--- config.mk ---
export PLATFORM = sky130hd
export DESIGN_NAME = c_escape_sequence_decoder
export DESIGN_NICKNAME = d
export VERILOG_FILES = /design/src/design/csed_pkg.sv /design/src/design/c_escape_sequence_decoder.sv /design/src/design/csed_decode.sv
export SDC_FILE = /design/constraint.sdc
export NUM_CORES = 1
export LEC_CHECK = 0
export CORE_ASPECT_RATIO = 1.4
export CORE_UTILIZATION = 60
export DETAILED_ROUTE_END_ITERATION = 10
export DONT_BUFFER_PORTS = 1
export GPL_TIMING_DRIVEN = 0
export PLACE_DENSITY = 0.76
export SETUP_SLACK_MARGIN = 0.02
export SYNTH_ARGS = -nofsm -noshare
export SYNTH_HDL_FRONTEND = slang
export SYNTH_SLANG_ARGS = --single-unit
--- constraint.sdc ---
create_clock -name clk -period 3.9 [get_ports clk]
set_input_delay 1.17 -clock clk [delete_from_list [all_inputs] [get_ports clk]]
set_output_delay 1.17 -clock clk [all_outputs]
set_load 0.1 [all_outputs]
--- src/design/csed_pkg.sv ---
// Package: shared types, decode modes and character helpers for the escape decoder.
`timescale 1ns / 1ps

package csed_pkg;

  localparam int unsigned CharW = 8;
  localparam int unsigned ModeW = 3;

  localparam logic [CharW-1:0] ChBackslash = 8'h5C;
  localparam logic [CharW-1:0] ChLowerX    = 8'h78;

  typedef struct packed {
    logic [CharW-1:0] in_char;
    logic             in_last;
  } csed_in_t;

  typedef struct packed {
    logic [CharW-1:0] out_char;
    logic             error;
    logic             out_last;
  } csed_out_t;

  typedef enum logic [ModeW-1:0] {
    MODE_PLAIN = 3'd0,
    MODE_ESC   = 3'd1,
    MODE_HEX1  = 3'd2,
    MODE_HEX2  = 3'd3,
    MODE_OCT2  = 3'd4,
    MODE_OCT3  = 3'd5,
    MODE_DROP  = 3'd6
  } csed_mode_t;

  // {ok, value}
  function automatic logic [4:0] hex_digit(input logic [CharW-1:0] c);
    logic [4:0] r;
    r = '0;
    if (c >= 8'h30 && c <= 8'h39) begin
      r = {1'b1, 4'(c - 8'h30)};
    end else if (c >= 8'h61 && c <= 8'h66) begin
      r = {1'b1, 4'(c - 8'h57)};
    end else if (c >= 8'h41 && c <= 8'h46) begin
      r = {1'b1, 4'(c - 8'h37)};
    end
    return r;
  endfunction

  // {ok, value}
  function automatic logic [3:0] oct_digit(input logic [CharW-1:0] c);
    logic [3:0] r;
    r = '0;
    if (c >= 8'h30 && c <= 8'h37) begin
      r = {1'b1, 3'(c - 8'h30)};
    end
    return r;
  endfunction

  // {ok, code} for single-letter escapes and quoted punctuation
  function automatic logic [CharW:0] simple_escape(input logic [CharW-1:0] c);
    logic [CharW:0] r;
    r = '0;
    case (c)
      8'h6E: r = {1'b1, 8'd10};  // n
      8'h72: r = {1'b1, 8'd13};  // r
      8'h27: r = {1'b1, 8'd39};  // single quote
      8'h22: r = {1'b1, 8'd34};  // double quote
      8'h3F: r = {1'b1, 8'd63};  // ?
      8'h61: r = {1'b1, 8'd7};   // a
      8'h62: r = {1'b1, 8'd8};   // b
      8'h66: r = {1'b1, 8'd12};  // f
      8'h74: r = {1'b1, 8'd9};   // t
      8'h76: r = {1'b1, 8'd11};  // v
      8'h5C: r = {1'b1, 8'd92};  // backslash
      default: r = '0;
    endcase
    return r;
  endfunction

endpackage

--- src/design/c_escape_sequence_decoder.sv ---
// Top level: C string literal escape decoder with input and result registers.
// Throughput: one word per cycle unless a word with a result meets a stalled result
// register; the decode is one pass of shallow logic between the input register and the
// result register, and the result register frees in the same cycle it is taken.
// Reset: synchronous rst_n clears both valid flags, plain mode and the accumulator.
`timescale 1ns / 1ps

module c_escape_sequence_decoder (
  input  logic                clk,
  input  logic                rst_n,
  input  logic                in_valid,
  output logic                in_ready,
  input  csed_pkg::csed_in_t  in_data,
  output logic                out_valid,
  input  logic                out_ready,
  output csed_pkg::csed_out_t out_data
);

  logic                       in_v_r;
  csed_pkg::csed_in_t         in_r;
  csed_pkg::csed_mode_t       mode_r;
  csed_pkg::csed_mode_t       mode_nxt;
  logic [csed_pkg::CharW-1:0] acc_r;
  logic [csed_pkg::CharW-1:0] acc_nxt;
  logic                       res_valid;
  csed_pkg::csed_out_t        res;
  logic                       out_v_r;
  csed_pkg::csed_out_t        out_r;
  logic                       out_free;
  logic                       dec_take;

  csed_decode u_decode (
    .mode      (mode_r),
    .acc       (acc_r),
    .word      (in_r),
    .mode_nxt  (mode_nxt),
    .acc_nxt   (acc_nxt),
    .res_valid (res_valid),
    .res       (res)
  );

  assign out_free = !out_v_r || out_ready;
  // a word with no result never waits on the output side
  assign dec_take = in_v_r && (!res_valid || out_free);
  assign in_ready = !in_v_r || dec_take;

  always_ff @(posedge clk) begin
    if (!rst_n) begin
      in_v_r  <= 1'b0;
      mode_r  <= csed_pkg::MODE_PLAIN;
      acc_r   <= '0;
      out_v_r <= 1'b0;
    end else begin
      if (in_ready) in_v_r <= in_valid;
      if (dec_take) begin
        mode_r <= mode_nxt;
        acc_r  <= acc_nxt;
      end
      if (dec_take && res_valid) begin
        out_v_r <= 1'b1;
      end else if (out_ready) begin
        out_v_r <= 1'b0;
      end
    end
  end

  always_ff @(posedge clk) begin
    if (in_ready && in_valid) in_r <= in_data;
    if (dec_take && res_valid) out_r <= res;
  end

  assign out_valid = out_v_r;
  assign out_data  = out_r;

endmodule

--- src/design/csed_decode.sv ---
// Combinational per-character escape decode: next mode, accumulator and result.
`timescale 1ns / 1ps

module csed_decode (
  input  csed_pkg::csed_mode_t          mode,
  input  logic [csed_pkg::CharW-1:0]    acc,
  input  csed_pkg::csed_in_t            word,
  output csed_pkg::csed_mode_t          mode_nxt,
  output logic [csed_pkg::CharW-1:0]    acc_nxt,
  output logic                          res_valid,
  output csed_pkg::csed_out_t           res
);

  logic [csed_pkg::CharW:0]   simp;
  logic [4:0]                 hx;
  logic [3:0]                 oc;
  logic [csed_pkg::CharW-1:0] c;
  logic                       last;

  assign c    = word.in_char;
  assign last = word.in_last;
  assign simp = csed_pkg::simple_escape(c);
  assign hx   = csed_pkg::hex_digit(c);
  assign oc   = csed_pkg::oct_digit(c);

  always_comb begin
    logic                       do_char;
    logic                       do_err;
    logic [csed_pkg::CharW-1:0] ch;
    do_char   = 1'b0;
    do_err    = 1'b0;
    ch        = '0;
    mode_nxt  = mode;
    acc_nxt   = acc;
    unique case (mode)
      csed_pkg::MODE_DROP: begin
        if (last) mode_nxt = csed_pkg::MODE_PLAIN;
      end
      csed_pkg::MODE_ESC: begin
        if (simp[csed_pkg::CharW]) begin
          do_char = 1'b1;
          ch      = simp[csed_pkg::CharW-1:0];
        end else if (c == csed_pkg::ChLowerX) begin
          if (last) begin
            do_err = 1'b1;
          end else begin
            acc_nxt  = '0;
            mode_nxt = csed_pkg::MODE_HEX1;
          end
        end else if (oc[3]) begin
          if (last) begin
            do_err = 1'b1;
          end else begin
            acc_nxt  = {5'd0, oc[2:0]};
            mode_nxt = csed_pkg::MODE_OCT2;
          end
        end else begin
          do_err = 1'b1;
        end
      end
      csed_pkg::MODE_HEX1: begin
        if (!hx[4] || last) begin
          do_err = 1'b1;
        end else begin
          acc_nxt  = {4'd0, hx[3:0]};
          mode_nxt = csed_pkg::MODE_HEX2;
        end
      end
      csed_pkg::MODE_HEX2: begin
        if (!hx[4]) begin
          do_err = 1'b1;
        end else begin
          do_char = 1'b1;
          ch      = {acc[3:0], hx[3:0]};
        end
      end
      csed_pkg::MODE_OCT2: begin
        if (!oc[3] || last) begin
          do_err = 1'b1;
        end else begin
          acc_nxt  = {acc[4:0], oc[2:0]};
          mode_nxt = csed_pkg::MODE_OCT3;
        end
      end
      csed_pkg::MODE_OCT3: begin
        if (!oc[3]) begin
          do_err = 1'b1;
        end else begin
          do_char = 1'b1;
          ch      = {acc[4:0], oc[2:0]};
        end
      end
      default: begin
        // plain mode, and the unused code behaves the same
        if (c == csed_pkg::ChBackslash) begin
          if (last) begin
            do_err = 1'b1;
          end else begin
            acc_nxt  = '0;
            mode_nxt = csed_pkg::MODE_ESC;
          end
        end else begin
          do_char = 1'b1;
          ch      = c;
        end
      end
    endcase

    if (do_char) begin
      mode_nxt = csed_pkg::MODE_PLAIN;
      acc_nxt  = '0;
    end
    if (do_err) begin
      mode_nxt = last ? csed_pkg::MODE_PLAIN : csed_pkg::MODE_DROP;
      acc_nxt  = '0;
    end

    res_valid    = do_char | do_err;
    res.out_char = do_err ? '0 : ch;
    res.error    = do_err;
    res.out_last = do_err | last;
  end

endmodule

Word-level counts from Yosys, hierarchy flattened
Index checks and enable logic that the tools add are counted.

Flip-flop bits (word level): 32. Latch bits: 0. Memory bits (writable): 0. Bits in read-only memories: 0. Input port bits: 13. Output and inout port bits: 12. Word-level logic and storage cells: 127. Memories: 0.

Add/subtract/negate cells: 3. Multipliers: 0. Divide/modulo/power cells: 0. Order comparisons: 7. Equal/unequal tests: 29. Shift operators: 0. Multiplexer cells: 52. Bitwise operators: 2. Reductions and logical operators: 25.

Operators with widths (number): 2-to-1 mux 8 bit (14); one-hot mux 9 bit (11 select lines) (1); == test 8 x 7 -> 1 bit, second input constant (9); one-hot mux 8 bit (4 select lines) (2); 2-to-1 mux 3 bit (13); == test 8 x 6 -> 1 bit, second input constant (3); greater-or-equal comparator 8 x 7 -> 1 bit, second input constant (2); less-or-equal comparator 8 x 6 -> 1 bit, second input constant (2); less-or-equal comparator 8 x 7 -> 1 bit, second input constant (2); 2-to-1 mux 1 bit (15); 2-to-1 mux 5 bit (3); one-hot mux 3 bit (5 select lines) (1); inequality test 4 bit, second input constant (3); AND reduction 11 bit (1); inequality test 5 bit, second input constant (2); == test 3 bit, second input constant (3); greater-or-equal comparator 8 x 6 -> 1 bit, second input constant (1); AND reduction 8 bit (1); subtractor 4 x 3 -> 4 bit, second input constant (2); logical AND 1 bit (7); inequality test 7 x 1 -> 1 bit, second input constant (1); nonzero test 7 bit (1); == test 3 x 2 -> 1 bit, second input constant (2); inequality test 3 x 1 -> 1 bit, second input constant (2); 15 further kinds (25).

Logic depth before layout (Yosys ltp)
Gate-level depths: netlist (run 1).

Word-level depth: 15. Depth in mapped cells: 9.

Hierarchy
From an unflattened synthesis (run 1), not the netlist that was laid out.

Cell total of the unflattened synthesis: 263. Area total of the unflattened synthesis: 2284.7 sq um.

By module, submodules not included: csed_decode (instances 1, cells each 186, area an instance 1157.4 sq um); c_escape_sequence_decoder (instances 1, cells each 77, area an instance 1127.3 sq um).

Worst setup path before layout (run 1)
OpenSTA, ideal clock, no wires.

Kind: register -> output. Start: register in_r[1] (netlist bit). End: output port in_ready. Data arrival time: 2531 ps. Required time: 2730 ps. Path slack: 199 ps. Stages on the path, launching flop included: 9. Buffers on the path: 0. Path through: edfxtp_1 inv_1 ha_1 or3b_1 o311a_2 o21ai_2 a211oi_4 a21oi_2 nand2_1.

Longest elaborated chain between the ends: 14. Elaborated cells on any way between the ends: 51. Those cells by class: order compare: 7; eq/ne: 12; mux: 19; bitwise: 1; reduce/logical: 12.

RTL lines: from (decl) (RTL line c_escape_sequence_decoder.sv:20) `csed_pkg::csed_in_t in_r;`; from (signal assigned) (RTL line c_escape_sequence_decoder.sv:68) `if (in_ready && in_valid) in_r <= in_data;`; greater-or-equal comparator 8 x 7 -> 1 bit or less-or-equal comparator 8 x 7 -> 1 bit (tied branches) (RTL line csed_pkg.sv:41) `end else if (c >= 8'h41 && c <= 8'h46) begin`; logical AND 1 bit (RTL line csed_pkg.sv:41); 2-to-1 mux 5 bit (RTL line csed_pkg.sv:41); 2-to-1 mux 5 bit (RTL line csed_pkg.sv:39) `end else if (c >= 8'h61 && c <= 8'h66) begin`; 2-to-1 mux 5 bit (RTL line csed_pkg.sv:37) `if (c >= 8'h30 && c <= 8'h39) begin`; logical NOT 1 bit (RTL line csed_decode.sv:62) `if (!hx[4] || last) begin`; logical OR 1 bit (RTL line csed_decode.sv:62); 2-to-1 mux 1 bit (RTL line csed_decode.sv:62); one-hot mux 1 bit (6 select lines) (RTL line csed_decode.sv:35) `unique case (mode)`; bitwise OR 1 bit (*) (RTL line csed_decode.sv:118) `res_valid = do_char | do_err;`; logical NOT 1 bit (*) (RTL line c_escape_sequence_decoder.sv:44) `assign dec_take = in_v_r && (!res_valid || out_free);`; logical OR 1 bit (*) (RTL line c_escape_sequence_decoder.sv:44); logical AND 1 bit (*) (RTL line c_escape_sequence_decoder.sv:44); logical OR 1 bit (*) (RTL line c_escape_sequence_decoder.sv:45) `assign in_ready = !in_v_r || dec_take;`; to (decl) (RTL line c_escape_sequence_decoder.sv:12) `output logic in_ready,`.

Mark *: on every way between the ends. The rest lies on a longest branch, timed or not.

Worst setup path after layout (run 1)
Ends and elaborated chain as after synthesis.

==> impl_metrics.py, run 1 <==
metrics = {
    "status": {
        "outcome": "complete, no violations",
    },
    "timing": {
        "maxSlewHeadroom_pct": 35.46,
        "timing_worst_slew_pin_value_ns": 0.9667,
        "setup_ws_ns": 0.1262,
        "fin_crit_sh_pct": 96.76,
        "grt_setup_unrepaired": "false",
        "setup-tns-final_ns": 0,
        "timing.final.crit_period_ns": 3.774,
        "finalSetupViolations": 0,
        "finalHoldViolations": 0,
        "final.setup_skew_ns": 0.004615,
        "fmax_mhz": 265.0,
        "slew_viol_final": 0,
        "finalHoldWorstSlack_ns": 0.5273,
    },
    "drt": {
        "drt-vias-per-instance": 7.123,
        "ant_nets": 0,
        "first_iter_violations": 193,
        "drt_pass1_iterations": 7,
        "detail_route.drc_violations": 0,
        "wirelength_mm": 5.431,
        "vias": 1966,
        "routedWlPerCell_microns": 19.68,
    },
    "grt": {
        "all_layer_gr_usage_pct": 32.21,
        "grt_pass1_vias": 1852,
        "antenna_found_initial": 0,
        "global_route.overflow_total": 0,
        "largest_net_degree_at_the_start_of_global_routing": 12,
        "grt_pass1_wl_mm": 8.680,
    },
    "power": {
        "power.leakage_nw": 0.7763,
        "power_density_nw_per_um2": 394.8,
        "power_frac_seq_pct": 47.7,
        "power.share.combinational_pct": 17.3,
        "p_switching_mw": 0.2916,
        "cellInternalPower_mw": 0.5972,
        "switching_share_pct": 32.81,
        "ir_worst_vdd_uv": 356.4,
        "pwr-share-clk_pct": 35.0,
    },
    "worst_setup_path": {
        "cp_data_arrival_time_ns": 2.60,
        "critical_path.top_delay_family": "compound AO/OA/AOI/OAI gates",
        "path_buf_inv": 1,
        "timing.critical_path.from_type": "register",
        "critical-path-max-stage-delay_ns": 0.52,
        "crit_path_cell_trace": "inv_1, ha_2, nand2_1, nand4bb_1, o21a_1, a211oi_4, a21oi_4, nand2_8",
        "cp_slowest_cell": "sky130_fd_sc_hd__edfxtp_1",
        "required_ns": 2.73,
        "path_class": "reg -> out",
        "cp-end-kind": "primary output",
        "worstPathMaxFanout": 8,
    },
    "finish": {
        "layout.cells.most_common_list": "sky130_fd_sc_hd__o21ai_0 (19), sky130_fd_sc_hd__edfxtp_1 (19), sky130_fd_sc_hd__a21oi_1 (18), sky130_fd_sc_hd__nand2_1 (16), sky130_fd_sc_hd__nor2_1 (14)",
        "synthToLayoutAreaGrowth_pct": 9.829,
        "fillers": 261,
        "layout.core_utilization_pct": 70.72,
        "antenna_cells": 0,
        "post_route_cells_drive_above_1_share_pct": 13.50,
        "post-route-cell-area_sq_um": 2251,
        "final_net_count": 253,
    },
    "clock_network": {
        "cts.sinks": 29,
        "clock_tree.root_cell": "sky130_fd_sc_hd__clkbuf_8",
        "tritoncts_buffer_count": 5,
        "tritoncts": "done",
        "htree_num_levels": 2,
        "clock_latency_ns": 0.28,
        "cts.path.max_buffers": 2,
        "worst_setup_hold_path_clk_slew_ns": 0.06,
    },
    "synthesis": {
        "synth_flop_cell": "sky130_fd_sc_hd__edfxtp_1",
        "syn_nets": 245,
        "synthDistinctLibCells": 59,
        "ys_seq_area_share_pct": 37.61,
        "netlist_instances": 228,
        "ys_async_sr_fraction_pct": 0,
        "synth_area_leaders": "sky130_fd_sc_hd__edfxtp_1 (28%), sky130_fd_sc_hd__dfxtp_1 (9.8%), sky130_fd_sc_hd__a21oi_1 (4.6%)",
        "post_synth.cell_area_avg_sq_um": 8.989,
        "number_of_warnings_printed_during_yosys_synthesis": 0,
        "number_of_flops_mapped_to_enable_cells_by_yosys": 19,
        "post-synth-top-area-cell": "sky130_fd_sc_hd__edfxtp_1",
        "yosys_register_bits": 29,
        "synthesis.area_sq_um": 2049,
        "synth_largest_type_area_fraction_pct": 27.84,
    },
    "placed_design": {
        "placement.io_buffers": 0,
        "gp_congestion": 0.9568,
        "place.detailed.hpwl_mm": 3.968,
        "post_dp_cell_area_sq_um": 2098,
        "post-place-ws_ns": -0.1907,
    },
    "floorplanning": {
        "die-area_sq_um": 3657,
        "placementRows": 24,
        "die_height_microns": 71.15,
        "floorplan.initialDensity_pct": 64.39,
        "floorplan.core_area_sq_um": 3183,
        "boundaryPins": 25,
        "die_w_microns": 51.40,
    },
    "job": {
        "cap_violations": 0,
    },
    "hold_path": {
        "worst_hold_path_type": "reg -> reg",
    },
}
synth_stat cells (all sizes together), types with 4 or more instances:
master,count
a31oi,4
a222oi,5
a211oi,5
dfxtp,10
o21ai,21
nor2b,8
nor2,14
ha,4
clkbuf,4
inv,10
a21oi,20
nand3,8
buf,8
nor3,6
nand4,4
edfxtp,19
nand2,18
or3,4
and2,6
worst min-delay path, delay by kind of cell, from the launching register on:
kind	cells	cell delay [ns]
AO/OA/AOI/OAI	2	0.15
flip-flops	1	0.33
state kept, by name, indices dropped and copies added, names as in the netlist:
signal and flops:
out_data 10, in_v_r 1, out_valid 1, acc_r 5, mode_r 3, in_r 9
final timing paths:
kind	endpoint	slack [ns]	startpoint	cells after the start
worst max-delay path	in_ready	0.13	in_r[1]	8
worst min-delay path	acc_r[4]	0.53	acc_r[4]	2
worst max register to register	in_r[1]	0.55	in_r[1]	9
worst min register to register	acc_r[4]	0.53	acc_r[4]	2
routing by layer:
| metal | vias up | share of wire [%] | routed length [microns] | GRT usage (%) |
|---|---|---|---|---|
| met1 | 920 | 37 | 1992 | 36.11 |
| li1 | 887 | - | - | - |
| met4 | 0 | 5.0 | 274 | 20.42 |
| met3 | 27 | 8.7 | 472 | 7.312 |
| met2 | 132 | 50 | 2691 | 53.54 |
| met5 | - | 0 | 0 | 0 |
metrics by stage:
stage,cells,total power [mW]
5_1_grt,276,0.9159
2_1_floorplan,228,0.5383
3_5_place_dp,267,0.5734
4_1_cts,276,0.8859
6_report,276,0.8888
3_3_place_gp,267,0.5696
repair_timing:
| item | 4_1_cts | 5_1_grt |
|---|---|---|
| setup endpoints to repair | 1 | 1 |
| gates resized for setup | 5 | 1 |
| hold buffers | 0 | 0 |
| pin swaps | 1 | 0 |
| hold endpoints to repair | 0 | 0 |
| buffers inserted | 1 | 0 |
kinds of logic (layout without fill, tap and decap cells):
| logic type | count (synthesis) | in the layout | synth area share [%] |
|---|---|---|---|
| and+or+nand+nor | 88 | 88 | 25.03 |
| AOI/OAI and AO/OA | 81 | 81 | 27.72 |
| DFF | 29 | 29 | 37.61 |
| buffers and inverters | 22 | 31 | 5.434 |
| adders and majority gates | 4 | 4 | 2.442 |
| xor gates and xnor gates | 3 | 3 | 1.282 |
| muxes | 1 | 1 | 0.4884 |
area by class of cell:
class / instances / area, sq um / area share [%]
buffer: 12 / 73.82 / 3.280
timing repair buffer: 1 / 7.507 / 0.3335
multi-input combinational: 177 / 1197 / 53.20
clock buffer: 5 / 68.82 / 3.057
tap: 39 / 48.80 / 2.168
sequential: 29 / 770.7 / 34.24
inverter: 10 / 37.54 / 1.668
clock inverter: 3 / 46.29 / 2.057
power groups by stage:
stage                     Clock (mW)  Sequential [mW]  Combinational [mW]
after floorplan                    0            0.425               0.113
after global placement             0            0.429               0.141
after detailed placement           0            0.430               0.144
after CTS                      0.313            0.423               0.150
after global routing           0.326            0.425               0.165
final                          0.311            0.424               0.154
Power figures use the tool's default switching activity.
==> run 2: changes to the inputs <==
ABC_AREA = 1   (was default)
==> run 2 against run 1 <==
Effect of this change:
- wire length fell by 9.7%
- global-route usage fell by 2.5 points
- critical path depth rose by 4
- area after synthesis rose by 1.6%
- first-iteration DRC count fell by 53%
- critical endpoint unchanged
- largest cell class unchanged
==> impl_metrics.py, run 2 <==
metrics = {
    "grt": {
        "global_route.overflow_total": 0,
        "grt_pass1_wl_mm": 8.059,
        "antenna_found_initial": 0,
        "largest_net_degree_at_the_start_of_global_routing": 12,
        "grt_pass1_vias": 1839,
        "all_layer_gr_usage_pct": 29.68,
    },
    "worst_setup_path": {
        "path_class": "reg -> out",
        "required_ns": 2.73,
        "cp_slowest_cell": "sky130_fd_sc_hd__edfxtp_1",
        "reg2reg_depth": 14,
        "launch_point_of_the_worst_reg_to_reg_path": "in_r[1]",
        "worstPathMaxFanout": 7,
        "timing.critical_path.from_type": "register",
        "r2r_slack_ns": 0.90,
        "critical_path.top_delay_family": "simple AND/OR/NAND/NOR gates",
        "cp-end-kind": "primary output",
        "cp_data_arrival_time_ns": 2.53,
        "critical-path-max-stage-delay_ns": 0.46,
        "crit-reg2reg-capture": "in_r[4]",
        "path_buf_inv": 3,
        "crit_path_cell_trace": "inv_2, ha_1, inv_1, nor2_1, nand2_1, nand2_1, nor2_1, nand4_1, nand3_4, nor2_4, inv_1, nand3_4",
    },
    "finish": {
        "finalNonFillerCells": 356,
        "antenna_cells": 0,
        "post_route_cells_drive_above_1_share_pct": 12.03,
        "final_net_count": 332,
        "layout.cells.most_common_list": "sky130_fd_sc_hd__nand2_1 (83), sky130_fd_sc_hd__nor2_1 (54), sky130_fd_sc_hd__inv_1 (44), sky130_fd_sc_hd__nand3_1 (19), sky130_fd_sc_hd__edfxtp_1 (19)",
        "mostFrequentLayoutCell": "sky130_fd_sc_hd__nand2_1",
        "layout.core_utilization_pct": 67.51,
        "flip_flop_count_of_the_largest_register_after_layout": 10,
        "synthToLayoutAreaGrowth_pct": 8.469,
    },
    "timing": {
        "grt_setup_unrepaired": "false",
        "fin_crit_sh_pct": 94.78,
        "finalSetupViolations": 0,
        "slew_viol_final": 0,
        "maxSlewHeadroom_pct": 35.83,
        "fmax_mhz": 270.5,
        "setup-tns-final_ns": 0,
        "timing_worst_slew_pin_value_ns": 0.9612,
        "final.setup_skew_ns": 0.005003,
        "timing.final.crit_period_ns": 3.696,
        "finalHoldViolations": 0,
    },
    "hold_path": {
        "timing.hold.worst_path_depth": 4,
        "hold_path_end": "acc_r[4]",
        "worst_hold_start": "acc_r[4]",
        "worst_hold_path_type": "reg -> reg",
    },
    "job": {
        "cap_violations": 0,
    },
    "floorplanning": {
        "die_w_microns": 51.80,
        "floorplan.core_area_sq_um": 3347,
        "placementRows": 25,
        "die-area_sq_um": 3715,
        "boundaryPins": 25,
        "die_height_microns": 71.72,
        "floorplan.initialDensity_pct": 62.24,
    },
    "synthesis": {
        "synth_xor_xnor_area_share_pct": 0.8408,
        "yosys.area_share.adder_pct": 2.402,
        "synth_flop_cell": "sky130_fd_sc_hd__edfxtp_1",
        "synth_compound_area_share_pct": 10.27,
        "synth_area_leaders": "sky130_fd_sc_hd__edfxtp_1 (27%), sky130_fd_sc_hd__nand2_1 (15%), sky130_fd_sc_hd__nor2_1 (9.9%)",
        "number_of_flops_mapped_to_enable_cells_by_yosys": 19,
        "ys_async_sr_fraction_pct": 0,
        "synth_top_family_by_area": "simple AND/OR/NAND/NOR gates",
        "syn_nets": 323,
        "synth_largest_type_area_fraction_pct": 27.39,
        "netlist_instances": 306,
        "synthDistinctLibCells": 32,
        "most_repeated_cell_in_the_gate_level_netlist_after_synthesis": "sky130_fd_sc_hd__nand2_1",
        "post-synth-top-area-cell": "sky130_fd_sc_hd__edfxtp_1",
        "synthesis.area_sq_um": 2083,
        "post_synth_mux_area_share_pct": 0,
        "ys_seq_area_share_pct": 37.00,
        "yosys_register_bits": 29,
        "synth-simple-area-share_pct": 39.70,
        "post_synth.cell_area_avg_sq_um": 6.808,
        "synth_commonest_cells": "sky130_fd_sc_hd__nand2_1 (83), sky130_fd_sc_hd__nor2_1 (55), sky130_fd_sc_hd__inv_1 (46), sky130_fd_sc_hd__edfxtp_1 (19), sky130_fd_sc_hd__nand3_1 (19)",
        "number_of_warnings_printed_during_yosys_synthesis": 0,
    },
    "placed_design": {
        "placement.io_buffers": 0,
        "dpl.cell_count": 346,
        "gp_congestion": 0.9398,
        "place.detailed.hpwl_mm": 3.788,
    },
    "drt": {
        "drt-vias-per-instance": 5.472,
        "vias": 1948,
        "ant_nets": 0,
        "detail_route.drc_violations": 0,
        "drt_pass1_iterations": 4,
        "first_iter_violations": 91,
        "routedWlPerCell_microns": 13.78,
        "wirelength_mm": 4.905,
    },
    "status": {
        "outcome": "complete, no violations",
    },
    "power": {
        "power.leakage_nw": 1.098,
        "power.share.combinational_pct": 20.1,
        "fin_total_pwr_mw": 0.8401,
        "cellInternalPower_mw": 0.5270,
        "p_switching_mw": 0.3131,
        "pwr-share-clk_pct": 27.4,
        "power_frac_seq_pct": 52.5,
        "switching_share_pct": 37.27,
        "power_density_nw_per_um2": 371.8,
        "ir_worst_vdd_uv": 275.7,
    },
    "clock_network": {
        "worst_setup_hold_path_clk_slew_ns": 0.06,
        "tritoncts_buffer_count": 5,
        "cts.sinks": 29,
        "postCtsHoldBufs": 0,
        "clock_latency_ns": 0.28,
        "htree_num_levels": 2,
        "cts.path.max_buffers": 2,
        "clock_tree.root_cell": "sky130_fd_sc_hd__clkbuf_8",
        "tritoncts": "done",
    },
}
-- run 2: power groups by stage --
stage	Clock, mW	Sequential [mW]	Combinational (mW)
2_1_floorplan	0	0.442	0.123
3_3_place_gp	0	0.446	0.155
3_5_place_dp	0	0.447	0.155
4_1_cts	0.233	0.441	0.158
5_1_grt	0.242	0.444	0.187
6_report	0.230	0.441	0.169
-- run 2: metal layers --
metal / part of all wire (%) / vias up / global-route usage (%)
li1: - / 1000 / -
met1: 40 / 874 / 32.52
met2: 51 / 51 / 51.37
met3: 3.3 / 23 / 5.732
met4: 5.6 / 0 / 18.02
met5: 0 / - / 0
-- run 2: final cells by class --
type	instances	area, sq um
timing repair buffer	2	15.01
multi-input combinational	224	1139
clock buffer	5	68.82
fill	311	1087
clock inverter	3	12.51
tap	40	50.05
sequential	29	770.7
buffer	3	16.27
inverter	50	187.7
-- run 2: repair_timing --
action	in CTS	in global routing
setup buffers	1	1
pin swaps	1	1
endpoints found under the setup margin	1	1
gates resized for setup	1	6
-- run 2: how the worst max path moves through the flow --
stage / from / to / depth (start not counted) / slack [ns]
after floorplan: in_r[1] / in_ready / 13 / 0.55
after global placement: in_r[1] / in_ready / 13 / 0.23
after detailed placement: in_r[1] / in_ready / 13 / 0.20
after CTS: in_r[1] / in_ready / 12 / 0.08
after global routing: in_r[1] / in_ready / 11 / 0.01
final: in_r[1] / in_ready / 12 / 0.20
-- run 2: stage by stage --
stage | area (sq um) | setup WS [ns] | hold slack (ns)
global route | 2260 | 0.01431 | 0.5825
global placement | 2133 | 0.2284 | 0.5365
finish | 2260 | 0.2036 | 0.5524
detailed placement | 2133 | 0.1967 | 0.5393
floorplan | 2083 | 0.5525 | 0.5028
CTS | 2230 | 0.07916 | 0.5545
-- run 2: cell families after synthesis --
| group | Yosys count |
|---|---|
| flops | 29 |
| simple gates | 186 |
| compound gates | 32 |
| fa+ha+maj | 4 |
| xor+xnor | 2 |
| buf+inv | 53 |
-- run 2: worst min-delay path: cells and delay by family, from the launching register on --
kind	cells	cell delay (ns)
buffers and inverters	1	0.06
and+or+nand+nor	3	0.12
DFF	1	0.33
==> run 3: changes to the inputs <==
CORE_UTILIZATION = 57   (was 60)
CTS_CLUSTER_SIZE = 30   (was default)
PLACE_DENSITY = 0.75   (was 0.76)
clock period = 3.03 ns   (was 3.9 ns; I/O delays follow)
==> run 3 against run 2 <==
Effect of this change:
- the run now ends with setup timing left
- sequential share of layout area down 4.1 points
- total power up 39%
- clock-buffer cell count up 1
- sequential power up 29%
- via count up 8.7%
- hold slack better by 0.0057 ns
- register-to-register slack worse by 0.71 ns
- core utilization up 7.2 points
- critical path depth down 1
- sequential cell count unchanged
==> impl_metrics.py, run 3 (synthesized netlist as in run 2, its figures left out) <==
metrics = {
    "clock_network": {
        "cts.sinks": 29,
        "cts.path.max_buffers": 2,
        "clock_tree.root_cell": "sky130_fd_sc_hd__clkbuf_8",
        "worst_setup_hold_path_clk_slew_ns": 0.06,
        "tritoncts": "done",
        "tritoncts_buffer_count": 5,
        "htree_num_levels": 2,
        "clock_latency_ns": 0.28,
    },
    "power": {
        "power_frac_seq_pct": 48.7,
        "switching_share_pct": 36.28,
        "ir_worst_vdd_uv": 473.3,
        "power.leakage_nw": 1.226,
        "pwr-share-clk_pct": 27.3,
        "cellInternalPower_mw": 0.7452,
        "power.share.combinational_pct": 24.0,
        "p_switching_mw": 0.4243,
        "power_density_nw_per_um2": 454.9,
    },
    "status": {
        "failed_checks": "setup timing",
        "outcome": "finished with violations",
    },
    "timing": {
        "final.setup_skew_ns": 0.006684,
        "maxSlewHeadroom_pct": 35.59,
        "fin_crit_sh_pct": 106.9,
        "finalHoldViolations": 0,
        "timing.final.crit_period_ns": 3.240,
        "slew_viol_final": 0,
        "finalSetupViolations": 1,
        "fmax_mhz": 308.7,
        "setup_ws_ns": -0.2096,
        "timing_worst_slew_pin_value_ns": 0.9648,
        "grt_setup_unrepaired": "true",
    },
    "floorplanning": {
        "die_height_microns": 73.53,
        "die_w_microns": 53.10,
        "placementRows": 25,
        "boundaryPins": 25,
        "floorplan.core_area_sq_um": 3441,
        "die-area_sq_um": 3904,
        "floorplan.initialDensity_pct": 60.55,
    },
    "grt": {
        "largest_net_degree_at_the_start_of_global_routing": 12,
        "antenna_found_initial": 0,
        "all_layer_gr_usage_pct": 32.18,
        "grt_pass1_wl_mm": 8.914,
        "grt_pass1_vias": 1976,
        "global_route.overflow_total": 0,
    },
    "drt": {
        "first_iter_violations": 124,
        "routedWlPerCell_microns": 15.00,
        "detail_route.drc_violations": 0,
        "vias": 2117,
        "drt-vias-per-instance": 5.601,
        "drt_pass1_iterations": 4,
        "wirelength_mm": 5.670,
        "ant_nets": 0,
    },
    "worst_setup_path": {
        "reg2reg_depth": 11,
        "r2r_slack_ns": 0.19,
        "critical-path-max-stage-delay_ns": 0.51,
        "crit-reg2reg-capture": "out_data[4]",
        "path_class": "reg -> out",
        "cp-end-kind": "primary output",
        "cp_slowest_cell": "sky130_fd_sc_hd__edfxtp_1",
        "crit_path_cell_trace": "ha_4, inv_1, nor2_1, nand2_2, nand2_1, nor2_2, nand4_1, nand3_4, nor2_4, inv_2, nand3_4",
        "end_point_of_the_critical_path": "in_ready",
        "cp_data_arrival_time_ns": 2.33,
        "launch_point_of_the_worst_reg_to_reg_path": "in_r[1]",
        "worstPathMaxFanout": 4,
        "required_ns": 2.12,
        "cpMostUsedCell": "sky130_fd_sc_hd__nand3_4",
        "timing.critical_path.from": "in_r[1]",
        "timing.critical_path.from_type": "register",
    },
    "hold_path": {
        "worst_hold_path_type": "reg -> reg",
    },
    "finish": {
        "finalNonFillerCells": 378,
        "post_route_cells_drive_above_1_share_pct": 26.63,
        "final_net_count": 354,
        "flip_flop_count_of_the_largest_register_after_layout": 10,
        "layout.cells.most_common_list": "sky130_fd_sc_hd__nand2_1 (73), sky130_fd_sc_hd__nor2_1 (45), sky130_fd_sc_hd__inv_1 (40), sky130_fd_sc_hd__buf_4 (23), sky130_fd_sc_hd__edfxtp_1 (19)",
        "post-route-cell-area_sq_um": 2571,
        "mostFrequentLayoutCell": "sky130_fd_sc_hd__nand2_1",
        "synthToLayoutAreaGrowth_pct": 23.42,
        "antenna_cells": 0,
    },
    "placed_design": {
        "place.detailed.hpwl_mm": 3.843,
        "placement.io_buffers": 0,
        "post_dp_cell_area_sq_um": 2141,
        "gp_congestion": 0.9157,
        "dpl.cell_count": 346,
    },
    "job": {
        "cap_violations": 0,
    },
}
[run 3: what timing repair did]
action	in CTS	in global routing
endpoints found under the setup margin	21	10
setup buffers	9	16
hold buffers	0	0
resized for setup	16	31
pin swaps	6	20
[run 3: worst min path at each step]
| stage | startpoint | end | cells past startpoint |
|---|---|---|---|
| after floorplan | acc_r[4] | acc_r[4] | 4 |
| after global placement | acc_r[4] | acc_r[4] | 4 |
| after detailed placement | acc_r[4] | acc_r[4] | 4 |
| after CTS | acc_r[4] | acc_r[4] | 4 |
| after global routing | acc_r[4] | acc_r[4] | 4 |
| final | acc_r[4] | acc_r[4] | 4 |
[run 3: critical path, delay by kind of cell (launching register included)]
| family | cells | cell delay (ns) |
|---|---|---|
| simple gates | 8 | 1.15 |
| flops | 1 | 0.51 |
| fa+ha+maj | 1 | 0.22 |
| buf+inv | 2 | 0.17 |
[run 3: per-stage QoR]
step / hold WS (ns) / TNS [ns] / power [mW] / worst slack, ns / utilization, %
after CTS: 0.5572 / -2.028 / 1.132 / -0.1762 / 68.00
after global placement: 0.5365 / -3.796 / 0.7758 / -0.2435 / 62.22
after global routing: 0.5804 / -0.8846 / 1.226 / -0.3970 / 74.73
after floorplan: 0.5028 / 0 / 0.7290 / 0.08077 / -
final: 0.5581 / -0.2096 / 1.170 / -0.2096 / 74.73
after detailed placement: 0.5465 / -5.310 / 0.7771 / -0.3660 / 62.22
[run 3: final cells by class]
class | count | area, sq um
Timing Repair Buffer | 24 | 187.7
Sequential cell | 29 | 770.7
Buffer | 3 | 16.27
Clock buffer | 6 | 82.58
Clock inverter | 2 | 8.758
Fill cell | 273 | 869.6
Inverter | 50 | 192.7
Multi-Input combinational cell | 224 | 1262
Tap cell | 40 | 50.05
[run 3: per-layer routing]
layer / vias to the layer above / GRT usage [%] / routed length [microns]
met5: - / 0 / 0
met2: 110 / 54.01 / 2832
met4: 0 / 22.51 / 346
met3: 32 / 7.660 / 356
li1: 1040 / - / -
met1: 935 / 34.46 / 2135
[run 3: power groups by stage]
| stage | registers [mW] | logic, mW | clock network, mW |
|---|---|---|---|
| CTS | 0.569 | 0.237 | 0.327 |
| finish | 0.569 | 0.281 | 0.319 |
| floorplan | 0.570 | 0.159 | 0 |
| detailed placement | 0.576 | 0.201 | 0 |
| global route | 0.574 | 0.310 | 0.343 |
| global placement | 0.575 | 0.201 | 0 |
